[src/dtrg_pkg.sv]
// ----------------------------------------------------------------------------
// dtrg_pkg
// Types, constants and register codes shared by the dual tone generator.
// ----------------------------------------------------------------------------
package dtrg_pkg;

  localparam int COEF_W    = 22;   // coefficient / seed register width
  localparam int TONE_W    = 24;   // resonator state width, Q4.20
  localparam int FRAC_W    = 20;   // fractional bits
  localparam int CODE_W    = 10;   // DAC and ADC code width
  localparam int BYTE_W    = 8;
  localparam int FRAME_W   = 7;    // frame counter width
  localparam int ADDR_W    = 4;    // APB byte address width
  localparam int DATA_W    = 32;

  localparam int FRAME_LEN_DEF   = 125;
  localparam int QUEUE_DEPTH_DEF = 2;

  localparam int SCALE_MUL  = 400;
  localparam int CODE_OFS   = 500;
  localparam int CODE_MAX   = 1023;
  localparam int CODE_RESET = 512;
  localparam int LO_OFS     = 11;
  localparam int HI_OFS     = 51;
  localparam int TERM_BYTE  = 10;

  // register index, paddr[3:2]
  typedef enum logic [1:0] {
    REG_COEF_A = 2'd0,
    REG_COEF_B = 2'd1,
    REG_SEED_A = 2'd2,
    REG_SEED_B = 2'd3
  } reg_idx_t;

  localparam logic KIND_TICK    = 1'b0;
  localparam logic KIND_RESTART = 1'b1;

  typedef struct packed {
    logic              kind;
    logic [CODE_W-1:0] adc_sample;
  } item_t;

  typedef struct packed {
    logic [CODE_W-1:0] dac_code;
    logic [BYTE_W-1:0] tx_byte;
    logic              last;
  } res_t;

  typedef struct packed {
    logic signed [COEF_W-1:0] coef_a;
    logic signed [COEF_W-1:0] coef_b;
    logic signed [COEF_W-1:0] seed_a;
    logic signed [COEF_W-1:0] seed_b;
  } cfg_t;

  // one tick's work, handed from the front to the byte serializer
  typedef struct packed {
    logic [CODE_W-1:0] sent;
    logic [CODE_W-1:0] code;
    logic [CODE_W-1:0] sample;
    logic              term;
  } entry_t;

  typedef enum logic [2:0] {
    SEL_CODE_LO = 3'd0,
    SEL_CODE_HI = 3'd1,
    SEL_ADC_LO  = 3'd2,
    SEL_ADC_HI  = 3'd3,
    SEL_TERM    = 3'd4
  } byte_sel_t;

endpackage

[src/dual_tone_resonator_generator.sv]
// ----------------------------------------------------------------------------
// dual_tone_resonator_generator
// Two Q4.20 resonators summed into a 10-bit DAC code plus framed serial bytes.
// ----------------------------------------------------------------------------
// Usage:
//   item channel (item, item_valid, item_stall): kind 0 is a sample tick that
//   carries adc_sample, kind 1 reloads both resonators from seed_a / seed_b.
//   res channel (res, res_valid, res_stall): per tick four bytes (code low,
//   code high, sample low, sample high), plus a terminator byte 10 after
//   every FRAME_LEN ticks; last marks the final byte and dac_code holds the
//   code of the previous tick on all of them.
//   APB port writes coef_a, coef_b, seed_a, seed_b at 0x0, 0x4, 0x8, 0xC;
//   write only while the block is idle.
// Timing:
//   A tick passes the front-end steps multiply, resonator update and scale
//   and is then pushed into the queue; a restart reloads both resonators.
//   The serializer emits one byte per cycle while res is not stalled; the
//   front end takes a new item only when idle or while pushing a tick.
//   A QUEUE_DEPTH-entry queue (default 2) decouples front end and serializer.
// Reset: resonators cleared, held code 512, frame count 0, registers 0.
// A stalled res holds its byte; the queue then fills and item_stall rises.
// ----------------------------------------------------------------------------
module dual_tone_resonator_generator #(
  parameter int FRAME_LEN   = dtrg_pkg::FRAME_LEN_DEF,
  parameter int QUEUE_DEPTH = dtrg_pkg::QUEUE_DEPTH_DEF
) (
  input  logic                        clk,
  input  logic                        rst,
  input  logic                        psel,
  input  logic                        penable,
  input  logic                        pwrite,
  input  logic [dtrg_pkg::ADDR_W-1:0] paddr,
  input  logic [dtrg_pkg::DATA_W-1:0] pwdata,
  output logic [dtrg_pkg::DATA_W-1:0] prdata,
  output logic                        pready,
  input  dtrg_pkg::item_t             item,
  input  logic                        item_valid,
  output logic                        item_stall,
  output dtrg_pkg::res_t              res,
  output logic                        res_valid,
  input  logic                        res_stall
);
  import dtrg_pkg::*;

  cfg_t     cfg;
  reg_idx_t idx;
  logic     wr_en;
  logic     push, pop, q_full, q_empty;
  entry_t   push_data, head;

  assign pready = 1'b1;
  assign idx    = reg_idx_t'(paddr[3:2]);
  assign wr_en  = psel && penable && pwrite && pready;

  always_ff @(posedge clk) begin
    if (rst) begin
      cfg <= '0;
    end else if (wr_en) begin
      case (idx)
        REG_COEF_A: cfg.coef_a <= pwdata[COEF_W-1:0];
        REG_COEF_B: cfg.coef_b <= pwdata[COEF_W-1:0];
        REG_SEED_A: cfg.seed_a <= pwdata[COEF_W-1:0];
        REG_SEED_B: cfg.seed_b <= pwdata[COEF_W-1:0];
        default: ;
      endcase
    end
  end

  always_comb begin
    case (idx)
      REG_COEF_A: prdata = DATA_W'(cfg.coef_a);
      REG_COEF_B: prdata = DATA_W'(cfg.coef_b);
      REG_SEED_A: prdata = DATA_W'(cfg.seed_a);
      REG_SEED_B: prdata = DATA_W'(cfg.seed_b);
      default:    prdata = '0;
    endcase
  end

  dtrg_front #(
    .FRAME_LEN (FRAME_LEN)
  ) u_front (
    .clk        (clk),
    .rst        (rst),
    .cfg        (cfg),
    .item       (item),
    .item_valid (item_valid),
    .item_stall (item_stall),
    .push       (push),
    .push_data  (push_data),
    .q_full     (q_full)
  );

  dtrg_fifo #(
    .WIDTH ($bits(entry_t)),
    .DEPTH (QUEUE_DEPTH)
  ) u_fifo (
    .clk       (clk),
    .rst       (rst),
    .push      (push),
    .push_data (push_data),
    .full      (q_full),
    .pop       (pop),
    .pop_data  (head),
    .empty     (q_empty)
  );

  dtrg_back u_back (
    .clk       (clk),
    .rst       (rst),
    .head      (head),
    .q_empty   (q_empty),
    .pop       (pop),
    .res       (res),
    .res_valid (res_valid),
    .res_stall (res_stall)
  );

endmodule

[src/dtrg_fifo.sv]
// ----------------------------------------------------------------------------
// dtrg_fifo
// Short register queue between the tone front end and the byte serializer.
// ----------------------------------------------------------------------------
module dtrg_fifo #(
  parameter int WIDTH = 31,
  parameter int DEPTH = 2
) (
  input  logic             clk,
  input  logic             rst,
  input  logic             push,
  input  logic [WIDTH-1:0] push_data,
  output logic             full,
  input  logic             pop,
  output logic [WIDTH-1:0] pop_data,
  output logic             empty
);
  import dtrg_pkg::*;

  localparam int PTR_W = (DEPTH > 1) ? $clog2(DEPTH) : 1;
  localparam int CNT_W = $clog2(DEPTH + 1);

  logic [WIDTH-1:0] mem [DEPTH];
  logic [PTR_W-1:0] wr_ptr, rd_ptr;
  logic [CNT_W-1:0] count;
  logic             do_push, do_pop;

  assign full     = (count == CNT_W'(DEPTH));
  assign empty    = (count == '0);
  assign do_push  = push && !full;
  assign do_pop   = pop && !empty;
  assign pop_data = mem[rd_ptr];

  always_ff @(posedge clk) begin
    if (rst) begin
      wr_ptr <= '0;
      rd_ptr <= '0;
      count  <= '0;
    end else begin
      if (do_push) begin
        wr_ptr <= (wr_ptr == PTR_W'(DEPTH - 1)) ? '0 : wr_ptr + 1'b1;
      end
      if (do_pop) begin
        rd_ptr <= (rd_ptr == PTR_W'(DEPTH - 1)) ? '0 : rd_ptr + 1'b1;
      end
      if (do_push && !do_pop) begin
        count <= count + 1'b1;
      end else if (do_pop && !do_push) begin
        count <= count - 1'b1;
      end
    end
  end

  always_ff @(posedge clk) begin
    if (do_push) begin
      mem[wr_ptr] <= push_data;
    end
  end

endmodule

[src/dtrg_front.sv]
// ----------------------------------------------------------------------------
// dtrg_front
// Accepts ticks and restarts, steps both resonators, scales the sum to a
// DAC code and pushes one frame entry per tick into the queue.
// ----------------------------------------------------------------------------
module dtrg_front #(
  parameter int FRAME_LEN = 125
) (
  input  logic            clk,
  input  logic            rst,
  input  dtrg_pkg::cfg_t  cfg,
  input  dtrg_pkg::item_t item,
  input  logic            item_valid,
  output logic            item_stall,
  output logic            push,
  output dtrg_pkg::entry_t push_data,
  input  logic            q_full
);
  import dtrg_pkg::*;

  localparam int PROD_W  = COEF_W + TONE_W;
  localparam int SUM_W   = TONE_W + 1;
  localparam int SCL_W   = SUM_W + 10;
  localparam int SH_W    = SCL_W - FRAC_W;
  localparam int BIAS_W  = SH_W + 1;

  typedef enum logic [1:0] {F_IDLE, F_STEP, F_SCALE, F_PUSH} fstate_t;

  fstate_t st;

  logic signed [TONE_W-1:0] a_p1, a_p2, b_p1, b_p2;
  logic signed [PROD_W-1:0] prod_a, prod_b;
  logic signed [SUM_W-1:0]  sum;
  logic signed [SCL_W-1:0]  scaled;
  logic [CODE_W-1:0]        sample;
  logic [CODE_W-1:0]        held_code;
  logic [FRAME_W-1:0]       frame_count;

  logic signed [TONE_W-1:0] ya, yb;
  logic [CODE_W-1:0]        code_new;
  logic [FRAME_W-1:0]       frame_inc;
  logic                     term;
  logic                     accept;
  logic signed [BIAS_W-1:0] biased;

  function automatic logic signed [TONE_W-1:0] step_tone(
    input logic signed [PROD_W-1:0] prod,
    input logic signed [TONE_W-1:0] p2
  );
    logic signed [PROD_W-FRAC_W-1:0] shr;
    logic signed [PROD_W-FRAC_W:0]   diff;
    begin
      shr  = prod[PROD_W-1:FRAC_W];  // floor divide by 2^20
      diff = (PROD_W-FRAC_W+1)'(shr) - (PROD_W-FRAC_W+1)'(p2);
      if (diff > (PROD_W-FRAC_W+1)'((1 << (TONE_W - 1)) - 1)) begin
        step_tone = {1'b0, {(TONE_W-1){1'b1}}};
      end else if (diff < -(PROD_W-FRAC_W+1)'(1 << (TONE_W - 1))) begin
        step_tone = {1'b1, {(TONE_W-1){1'b0}}};
      end else begin
        step_tone = diff[TONE_W-1:0];
      end
    end
  endfunction

  assign ya = step_tone(prod_a, a_p2);
  assign yb = step_tone(prod_b, b_p2);

  assign biased = BIAS_W'($signed(scaled[SCL_W-1:FRAC_W])) + BIAS_W'(CODE_OFS);

  always_comb begin
    if (biased < 0) begin
      code_new = '0;
    end else if (biased > BIAS_W'(CODE_MAX)) begin
      code_new = CODE_W'(CODE_MAX);
    end else begin
      code_new = biased[CODE_W-1:0];
    end
  end

  assign frame_inc = frame_count + 1'b1;
  assign term      = (frame_inc >= FRAME_W'(FRAME_LEN));

  assign push       = (st == F_PUSH) && !q_full;
  assign item_stall = !((st == F_IDLE) || push);
  assign accept     = item_valid && !item_stall;

  assign push_data.sent   = held_code;
  assign push_data.code   = code_new;
  assign push_data.sample = sample;
  assign push_data.term   = term;

  always_ff @(posedge clk) begin
    if (rst) begin
      st          <= F_IDLE;
      a_p1        <= '0;
      a_p2        <= '0;
      b_p1        <= '0;
      b_p2        <= '0;
      held_code   <= CODE_W'(CODE_RESET);
      frame_count <= '0;
    end else begin
      case (st)
        F_IDLE, F_PUSH: begin
          if (push) begin
            held_code   <= code_new;
            frame_count <= term ? '0 : frame_inc;
          end
          if (accept) begin
            if (item.kind == KIND_RESTART) begin
              a_p1 <= TONE_W'(cfg.seed_a);
              a_p2 <= '0;
              b_p1 <= TONE_W'(cfg.seed_b);
              b_p2 <= '0;
              st   <= F_IDLE;
            end else begin
              prod_a <= PROD_W'(cfg.coef_a) * PROD_W'(a_p1);
              prod_b <= PROD_W'(cfg.coef_b) * PROD_W'(b_p1);
              sample <= item.adc_sample;
              st     <= F_STEP;
            end
          end else if (st == F_IDLE || push) begin
            st <= F_IDLE;
          end
        end
        F_STEP: begin
          a_p2 <= a_p1;
          a_p1 <= ya;
          b_p2 <= b_p1;
          b_p1 <= yb;
          sum  <= SUM_W'(ya) + SUM_W'(yb);
          st   <= F_SCALE;
        end
        F_SCALE: begin
          scaled <= SCL_W'(sum) * SCL_W'(SCALE_MUL);
          st     <= F_PUSH;
        end
        default: st <= F_IDLE;
      endcase
    end
  end

endmodule

[src/dtrg_back.sv]
// ----------------------------------------------------------------------------
// dtrg_back
// Byte serializer: turns each queued tick entry into four framing bytes
// and, at the end of a frame, the terminator byte.
// ----------------------------------------------------------------------------
module dtrg_back (
  input  logic             clk,
  input  logic             rst,
  input  dtrg_pkg::entry_t head,
  input  logic             q_empty,
  output logic             pop,
  output dtrg_pkg::res_t   res,
  output logic             res_valid,
  input  logic             res_stall
);
  import dtrg_pkg::*;

  byte_sel_t         sel;
  logic              load;
  logic              last_now;
  logic [BYTE_W-1:0] byte_now;

  always_comb begin
    case (sel)
      SEL_CODE_LO: byte_now = BYTE_W'(head.code[4:0]) + BYTE_W'(LO_OFS);
      SEL_CODE_HI: byte_now = BYTE_W'(head.code[9:5]) + BYTE_W'(HI_OFS);
      SEL_ADC_LO:  byte_now = BYTE_W'(head.sample[4:0]) + BYTE_W'(LO_OFS);
      SEL_ADC_HI:  byte_now = BYTE_W'(head.sample[9:5]) + BYTE_W'(HI_OFS);
      SEL_TERM:    byte_now = BYTE_W'(TERM_BYTE);
      default:     byte_now = '0;
    endcase
  end

  assign last_now = (sel == SEL_TERM) || ((sel == SEL_ADC_HI) && !head.term);
  assign load     = !res_valid || !res_stall;
  assign pop      = load && !q_empty && last_now;

  always_ff @(posedge clk) begin
    if (rst) begin
      res_valid <= 1'b0;
      sel       <= SEL_CODE_LO;
    end else if (load) begin
      res_valid <= !q_empty;
      if (!q_empty) begin
        res.dac_code <= head.sent;
        res.tx_byte  <= byte_now;
        res.last     <= last_now;
        sel          <= last_now ? SEL_CODE_LO : byte_sel_t'(sel + 3'd1);
      end
    end
  end

endmodule
[config.mk]
export PLATFORM = sky130hd
export DESIGN_NAME = dual_tone_resonator_generator
export DESIGN_NICKNAME = d
export VERILOG_FILES = /design/src/dtrg_pkg.sv /design/src/dual_tone_resonator_generator.sv /design/src/dtrg_fifo.sv /design/src/dtrg_front.sv /design/src/dtrg_back.sv
export SDC_FILE = /design/constraint.sdc
export NUM_CORES = 2
export LEC_CHECK = 0
export ABC_AREA = 1
export BUFFER_PORTS_ARGS = -buffer_cell sky130_fd_sc_hd__clkbuf_2
export CELL_PAD_IN_SITES_DETAIL_PLACEMENT = 0
export CELL_PAD_IN_SITES_GLOBAL_PLACEMENT = 1
export CORE_MARGIN = 2
export CORE_UTILIZATION = 50
export DETAILED_ROUTE_END_ITERATION = 6
export PLACE_DENSITY_LB_ADDON = 0.1
export RECOVER_POWER = 25
export SLEW_MARGIN = 25
export SYNTH_ARGS = -nofsm -noshare
export SYNTH_HDL_FRONTEND = slang
export SYNTH_SLANG_ARGS = --single-unit
[constraint.sdc]
create_clock -name clk -period 7.9 [get_ports clk]
set_input_delay 0 -clock clk [delete_from_list [all_inputs] [get_ports clk]]
set_output_delay 0 -clock clk [all_outputs]
set_load 0.02 [all_outputs]
Word-level counts from Yosys, hierarchy flattened

Memories as Yosys holds them, arrays and structs flattened. A register that Yosys moved wholly into a read port is not among the register bits.
Index checks and enable logic that the tools add are counted.

Flip-flop bits (word level): 388
Bits in writable memories: 62
Input bits: 54
Output and inout bits: 54
Memories: 1

Memories:

| name       | depth | width | read ports | clocked after Yosys merged registers in | wr ports | RTL line        | RTL |
|---|---|---|---|---|---|---|---|
| u_fifo.mem | 2     | 31    | 1          | 1                                       | 1        | dtrg_fifo.sv:23 | `logic [WIDTH-1:0] mem [DEPTH];` |

$add $sub $neg: 14
Multiply operators: 3
Magnitude comparators: 7
Equal/unequal tests: 14
Mux-type cells: 32
Bitwise gates (word level): 3
Reductions and logical operators: 40

Operators with widths:

| kind                                                                               | count |
|---|---|
| 24-bit two-way mux                                                                 | 10 |
| 24-bit case mux with 2 select lines                                                | 4 |
| 32-bit case mux with 4 select lines                                                | 1 |
| 22-bit by 24-bit multiplier with 46-bit output                                     | 2 |
| 27-bit by 24-bit greater-than comparator with 1-bit output (second input constant) | 2 |
| 27-bit by 24-bit less-than comparator with 1-bit output (second input constant)    | 2 |
| 26-bit by 24-bit subtractor with 27-bit output                                     | 2 |
| 8-bit case mux with 5 select lines                                                 | 1 |
| 25-bit by 6-bit multiplier with 31-bit output (second input constant)              | 1 |
| 24-bit by 24-bit adder with 25-bit output                                          | 1 |
| 10-bit two-way mux                                                                 | 2 |
| 15-bit by 10-bit adder with 16-bit output (second input constant)                  | 1 |
| 16-bit by 11-bit greater-than comparator with 1-bit output (second input constant) | 1 |
| 16-bit by 1-bit less-than comparator with 1-bit output (second input constant)     | 1 |
| 2-bit AND reduction                                                                | 8 |
| 5-bit by 6-bit adder with 7-bit output (second input constant)                     | 2 |
| 5-bit by 4-bit adder with 6-bit output (second input constant)                     | 2 |
| 1-bit logical AND                                                                  | 11 |
| 2-bit == test (second input constant)                                              | 5 |
| 1-bit zero test                                                                    | 8 |
| 2-bit two-way mux                                                                  | 4 |
| 7-bit by 1-bit adder with 7-bit output (second input constant)                     | 1 |
| 7-bit greater-or-equal comparator (second input constant)                          | 1 |
| 1-bit two-way mux                                                                  | 7 |
| other kinds (22)                                                                   | 33 |

Logic depth before layout (Yosys ltp)

Depth after elaboration: 8
Gate-level depth with buffers: 31
Mapped depth without buffers: 30

Modules after synthesis

Synthesis repeated with hierarchy kept, for this count alone.

Cells, all modules: 7882
Area total of the unflattened synthesis: 63022.9 um^2

Modules (own cells, without submodules):

| module                        | times used | cells each | area an instance (um^2) |
|---|---|---|---|
| dtrg_front                    | 1          | 6971       | 55141.6 |
| dual_tone_resonator_generator | 1          | 645        | 4219.0 |
| dtrg_fifo                     | 1          | 133        | 2493.6 |
| dtrg_back                     | 1          | 133        | 1168.6 |

Least setup slack after synthesis

OpenSTA, ideal clock, no wires.

Kind: reg-to-reg
Start point: reg u_front.a_p1[23]
End point: reg u_front.prod_a[44], data pin
Setup time: 0.259 ns
Data arrival time: 6.183 ns
Data required time: 7.641 ns
Setup slack: 1.458 ns
Cell stages (with the launch flop): 23
Path buffers: 1
Period minus slack after synthesis: 6.442 ns
Path through: dfxtp_1 -> clkbuf_1 -> nand2_1 -> inv_1 -> fa_1 -> fa_1 -> inv_1 -> fa_1 -> inv_1 -> fa_1 -> fa_1 -> fa_1 -> inv_1 -> fa_1 -> inv_1 -> ha_1 -> a21oi_1 -> o21ai_0 -> a21oi_1 -> nor2_1 -> a211oi_1 -> nand3_1 -> xor2_1

Word-level cells in the longest chain between the ends: 1

Ends and longest elaborated chain:

| element                                        | RTL line          | RTL |
|---|---|---|
| from (decl)                                    | dtrg_front.sv:31  | `logic signed [TONE_W-1:0] a_p1, a_p2, b_p1, b_p2;` |
| from (signal assigned)                         | dtrg_front.sv:110 | `a_p1 <= TONE_W'(cfg.seed_a);` |
| from (signal assigned)                         | dtrg_front.sv:127 | `a_p1 <= ya;` |
| 22-bit by 24-bit multiplier with 46-bit output | dtrg_front.sv:116 | `prod_a <= PROD_W'(cfg.coef_a) * PROD_W'(a_p1);` |
| to (signal assigned)                           | dtrg_front.sv:116 |  |
| to (decl)                                      | dtrg_front.sv:32  | `logic signed [PROD_W-1:0] prod_a, prod_b;` |

No other way between the ends.
A chain may end at the register's enable or synchronous reset.

Worst setup path in the final report

Start point: reg cfg[70] (netlist name)
End point: reg u_front.prod_a[31], data pin

Word-level cells in the longest chain between the ends: 1

Ends and longest elaborated chain:

| element                                        | RTL line |
|---|---|
| 22-bit by 24-bit multiplier with 46-bit output | dtrg_front.sv:116 |

No other way between the ends.

==> impl_metrics.py <==
metrics = {
    "final_layout": {
        "nFillCells": 12100,
        "area_growth_pct": 7.160,
        "nets": 9434,
        "final_layout_size_suffix_gt1_share_pct": 6.334,
        "multi_input_area_sq_um": 44150,
        "seq_area_sq_um": 9711,
        "final_util_pct": 54.18,
        "fin_cells": 9516,
    },
    "job": {
        "drv_cap": 4,
    },
    "synthesis": {
        "synth_cell_types": 60,
        "ys_seq_area_share_pct": 15.47,
        "synthTopCellsByArea": "fa_1 (35%), inv_1 (12%), nand2_1 (11%)",
        "synth.top_cell.area_share_pct": 35.25,
        "yosys_warnings": 0,
        "synth_cells": 7818,
        "synth-seq-cells": 394,
        "synth_common_cells": "inv_1 (1986), nand2_1 (1771), fa_1 (1105), nor2_1 (458), ha_1 (436)",
        "synth-edff-count": 182,
        "synth_flop_cell": "dfxtp_1",
        "yosysTopAreaCell": "fa_1",
        "syn_area_sq_um": 62750,
        "syn_nets": 9413,
        "synth_area_per_cell_sq_um": 8.027,
        "async_reset_ff_share_pct": 0,
        "yosysMostFrequentCell": "inv_1",
    },
    "power": {
        "powerDensity_nw_per_um2": 158.7,
        "ir_worst_vdd_uv": 152.7,
        "p_leak_nw": 36.89,
    },
    "critical_path": {
        "crit_top_cell": "fa_1",
        "r2r_start": "cfg[70]$_SDFFE_PP0P_",
        "cp-start-kind": "register",
        "cp-end-kind": "register",
        "reg2reg_depth": 22,
        "critPathMaxFanout": 13,
        "cp.arrival_ps": 7650,
        "slowest_stage": "dfxtp_1",
        "slowest_delay_ps": 700,
        "critPathRequiredTime_ps": 8250,
        "timing.rr.end": "u_front.prod_a[31]$_DFFE_PP_",
        "path_class": "reg2reg",
        "crit_chain": "buf_4 > buf_4 > nand2_1 > inv_1 > fa_1 > fa_1 > inv_1 > fa_1 > fa_1 > inv_1 > fa_1 > fa_1 > inv_1 > fa_1 > inv_1 > ha_1 > nand2_1 > nor4_1 > nand2_1 > o21bai_2 > a21oi_1 > xnor2_1",
        "r2r_setup_slack_ps": 590,
    },
    "worst_hold_path": {
        "hp-start": "item_valid",
        "hp-class": "in2reg",
        "min_delay_worst_endpoint": "u_front.sample[5]$_DFFE_PP_",
        "hold-path-cell-count": 5,
    },
    "timing": {
        "grt_setup_unrepaired": "false",
        "post-route-period-util_pct": 92.48,
        "hold_ws_ps": 75.79,
        "max_slew.worst_pin.slew_ps": 2456,
        "setup_violations": 0,
        "hold_viol": 0,
        "period_minus_slack_ps": 7306,
        "clock.fmax_ghz": 0.1369,
        "fin_worst_skew_ps": 21.81,
        "relSlewSlack_pct": -63.74,
        "slew_violations": 132,
        "tns_ps": 0,
    },
    "global_route": {
        "antenna_found_initial": 2,
        "grt_pass1_vias": 51320,
        "track_usage_pct": 30.07,
        "grt_max_degree": 83,
        "grt_pass1_wl_um": 296200,
        "overflow": 0,
    },
    "placement": {
        "dpl.hpwl_um": 155500,
        "port_buffers": 93,
        "gp_congestion": 0.9576,
        "dp_cells": 9389,
    },
    "die": {
        "core_sq_um": 124100,
        "start_util_pct": 50.56,
        "dieArea_sq_um": 128400,
        "die_y_um": 358.3,
        "rows": 129,
        "dieWidth_um": 358.3,
        "io_pins": 108,
    },
    "clock_network": {
        "cts_buffers": 47,
        "cts-root-buf": "clkbuf_16",
        "cts_max_level": 2,
        "postCtsSetupRepairBufs": 0,
        "path_clk_slew_ps": 60,
        "cts_tree": "yes",
        "insertion_delay_ps": 620,
        "cts_buffer_depth": 3,
        "cts_resized": 0,
        "cts_sinks": 394,
    },
    "routing": {
        "ant_nets": 0,
        "vias_per_cell": 5.186,
        "wl_per_cell_um": 19.56,
        "post-route-drc-count": 0,
        "routed-via-count": 49350,
        "drt_pass1_iterations": 6,
        "drtIter0Drc": 3671,
        "wirelength_um": 186100,
    },
    "run_status": {
        "violations": "max-capacitance violations, max-slew violations",
        "status": "complete, but fails checks",
    },
}
[logic make-up after synthesis]
| kind of cell | share of synthesized area [%] |
|---|---|
| buffers and inverters | 14.24 |
| DFF | 15.47 |
| and+or+nand+nor | 16.66 |
| other | 0.01197 |
| adders and majority gates | 43.94 |
| AOI/OAI and AO/OA | 7.287 |
| xor gates and xnor gates | 2.387 |
[report_power, final]
part	internal [W]	switching, W
logic	0.00187	0.00369
clock network	0.00138	0.000980
registers	0.00249	0.000255
total	0.00575	0.00493
[routing by layer]
| metal | vias up | GRT usage (%) | routed length (um) |
|---|---|---|---|
| met5 | - | 0 | 13 |
| met4 | 2 | 9.289 | 6721 |
| met3 | 265 | 3.893 | 11650 |
| met2 | 1432 | 50.13 | 87580 |
| met1 | 24500 | 40.93 | 80130 |
| li1 | 23150 | - | - |
[layout by cell type, fill, tap and decap left out, types with 20 or more instances in the layout]
master and count:
inv_1 1984, nand2_1 1770, fa_1 1105, nor2_1 452, ha_1 435, a21oi_1 361, o21ai_0 268, dfxtp_1 211
edfxtp_1 182, buf_4 169, xor2_1 109, nand3_1 97, nand2_2 82, clkbuf_2 73, xnor2_1 62, a211oi_1 53
nand4_1 52, clkbuf_16 50, dlygate4sd3_1 38, clkbuf_1 35, nor3_1 30, a31oi_1 24, a21oi_2 21, a21o_1 20
nand2_4 20
[metrics by stage]
stage	cell area, sq um	worst slack [ps]	power [W]
finish	67250	594.0	0.01067
global route	67240	258.5	0.01146
CTS	67290	512.4	0.01071
detailed placement	65250	536.7	0.008302
global placement	65250	639.5	0.008283
floorplan	62750	1458	0.006586
[critical path: cells and delay by family, from the launching register on]
family,cells,cell delay (ps)
adder cells (fa/ha/maj),8,3740
flip-flops,1,700
XOR/XNOR,1,410
AND/OR/NAND/NOR,4,890
AO/OA/AOI/OAI,2,440
buffers and inverters,7,840
[worst max-delay path by stage]
stage	startpoint	to	slack (ps)	cells after the start
after detailed placement	u_front.a_p1[23]$_SDFFE_PP0P_	u_front.prod_a[44]$_DFFE_PP_	540	22
after global routing	u_front.a_p1[23]$_SDFFE_PP0P_	u_front.prod_a[44]$_DFFE_PP_	260	22
after global placement	u_front.a_p1[23]$_SDFFE_PP0P_	u_front.prod_a[44]$_DFFE_PP_	640	22
final	cfg[70]$_SDFFE_PP0P_	u_front.prod_a[31]$_DFFE_PP_	590	22
after CTS	u_front.a_p1[23]$_SDFFE_PP0P_	u_front.prod_a[44]$_DFFE_PP_	510	22
after floorplan	u_front.a_p1[23]$_SDFFE_PP0P_	u_front.prod_a[44]$_DFFE_PP_	1460	22
[final cells by class]
type	count	area share (%)
Timing Repair Buffer	310	3.258
Clock buffer	64	2.015
Multi-Input combinational cell	5093	65.65
Inverter	1993	11.13
Clock inverter	24	0.4540
Sequential cell	394	14.44
Antenna cell	1	0.003721
Tap cell	1637	3.046
[registers in the layout, indices dropped and copies added (netlist names), 10 cells and up, named ones only]
signal / count
u_front.prod_a: 26
u_front.sample: 10
u_front.held_code: 10
u_front.b_p2: 24
u_fifo.mem: 62
u_back.res: 18
u_front.b_p1: 24
u_front.a_p1: 24
u_front.sum: 25
u_front.a_p2: 24
cfg: 88
u_front.scaled: 15
u_front.prod_b: 26
[repair_timing]
item | CTS | global route
setup endpoints to repair | 0 | 0
hold endpoints to repair | 103 | 0
hold buffers | 38 | 0
(Power assumes the default switching activity.)
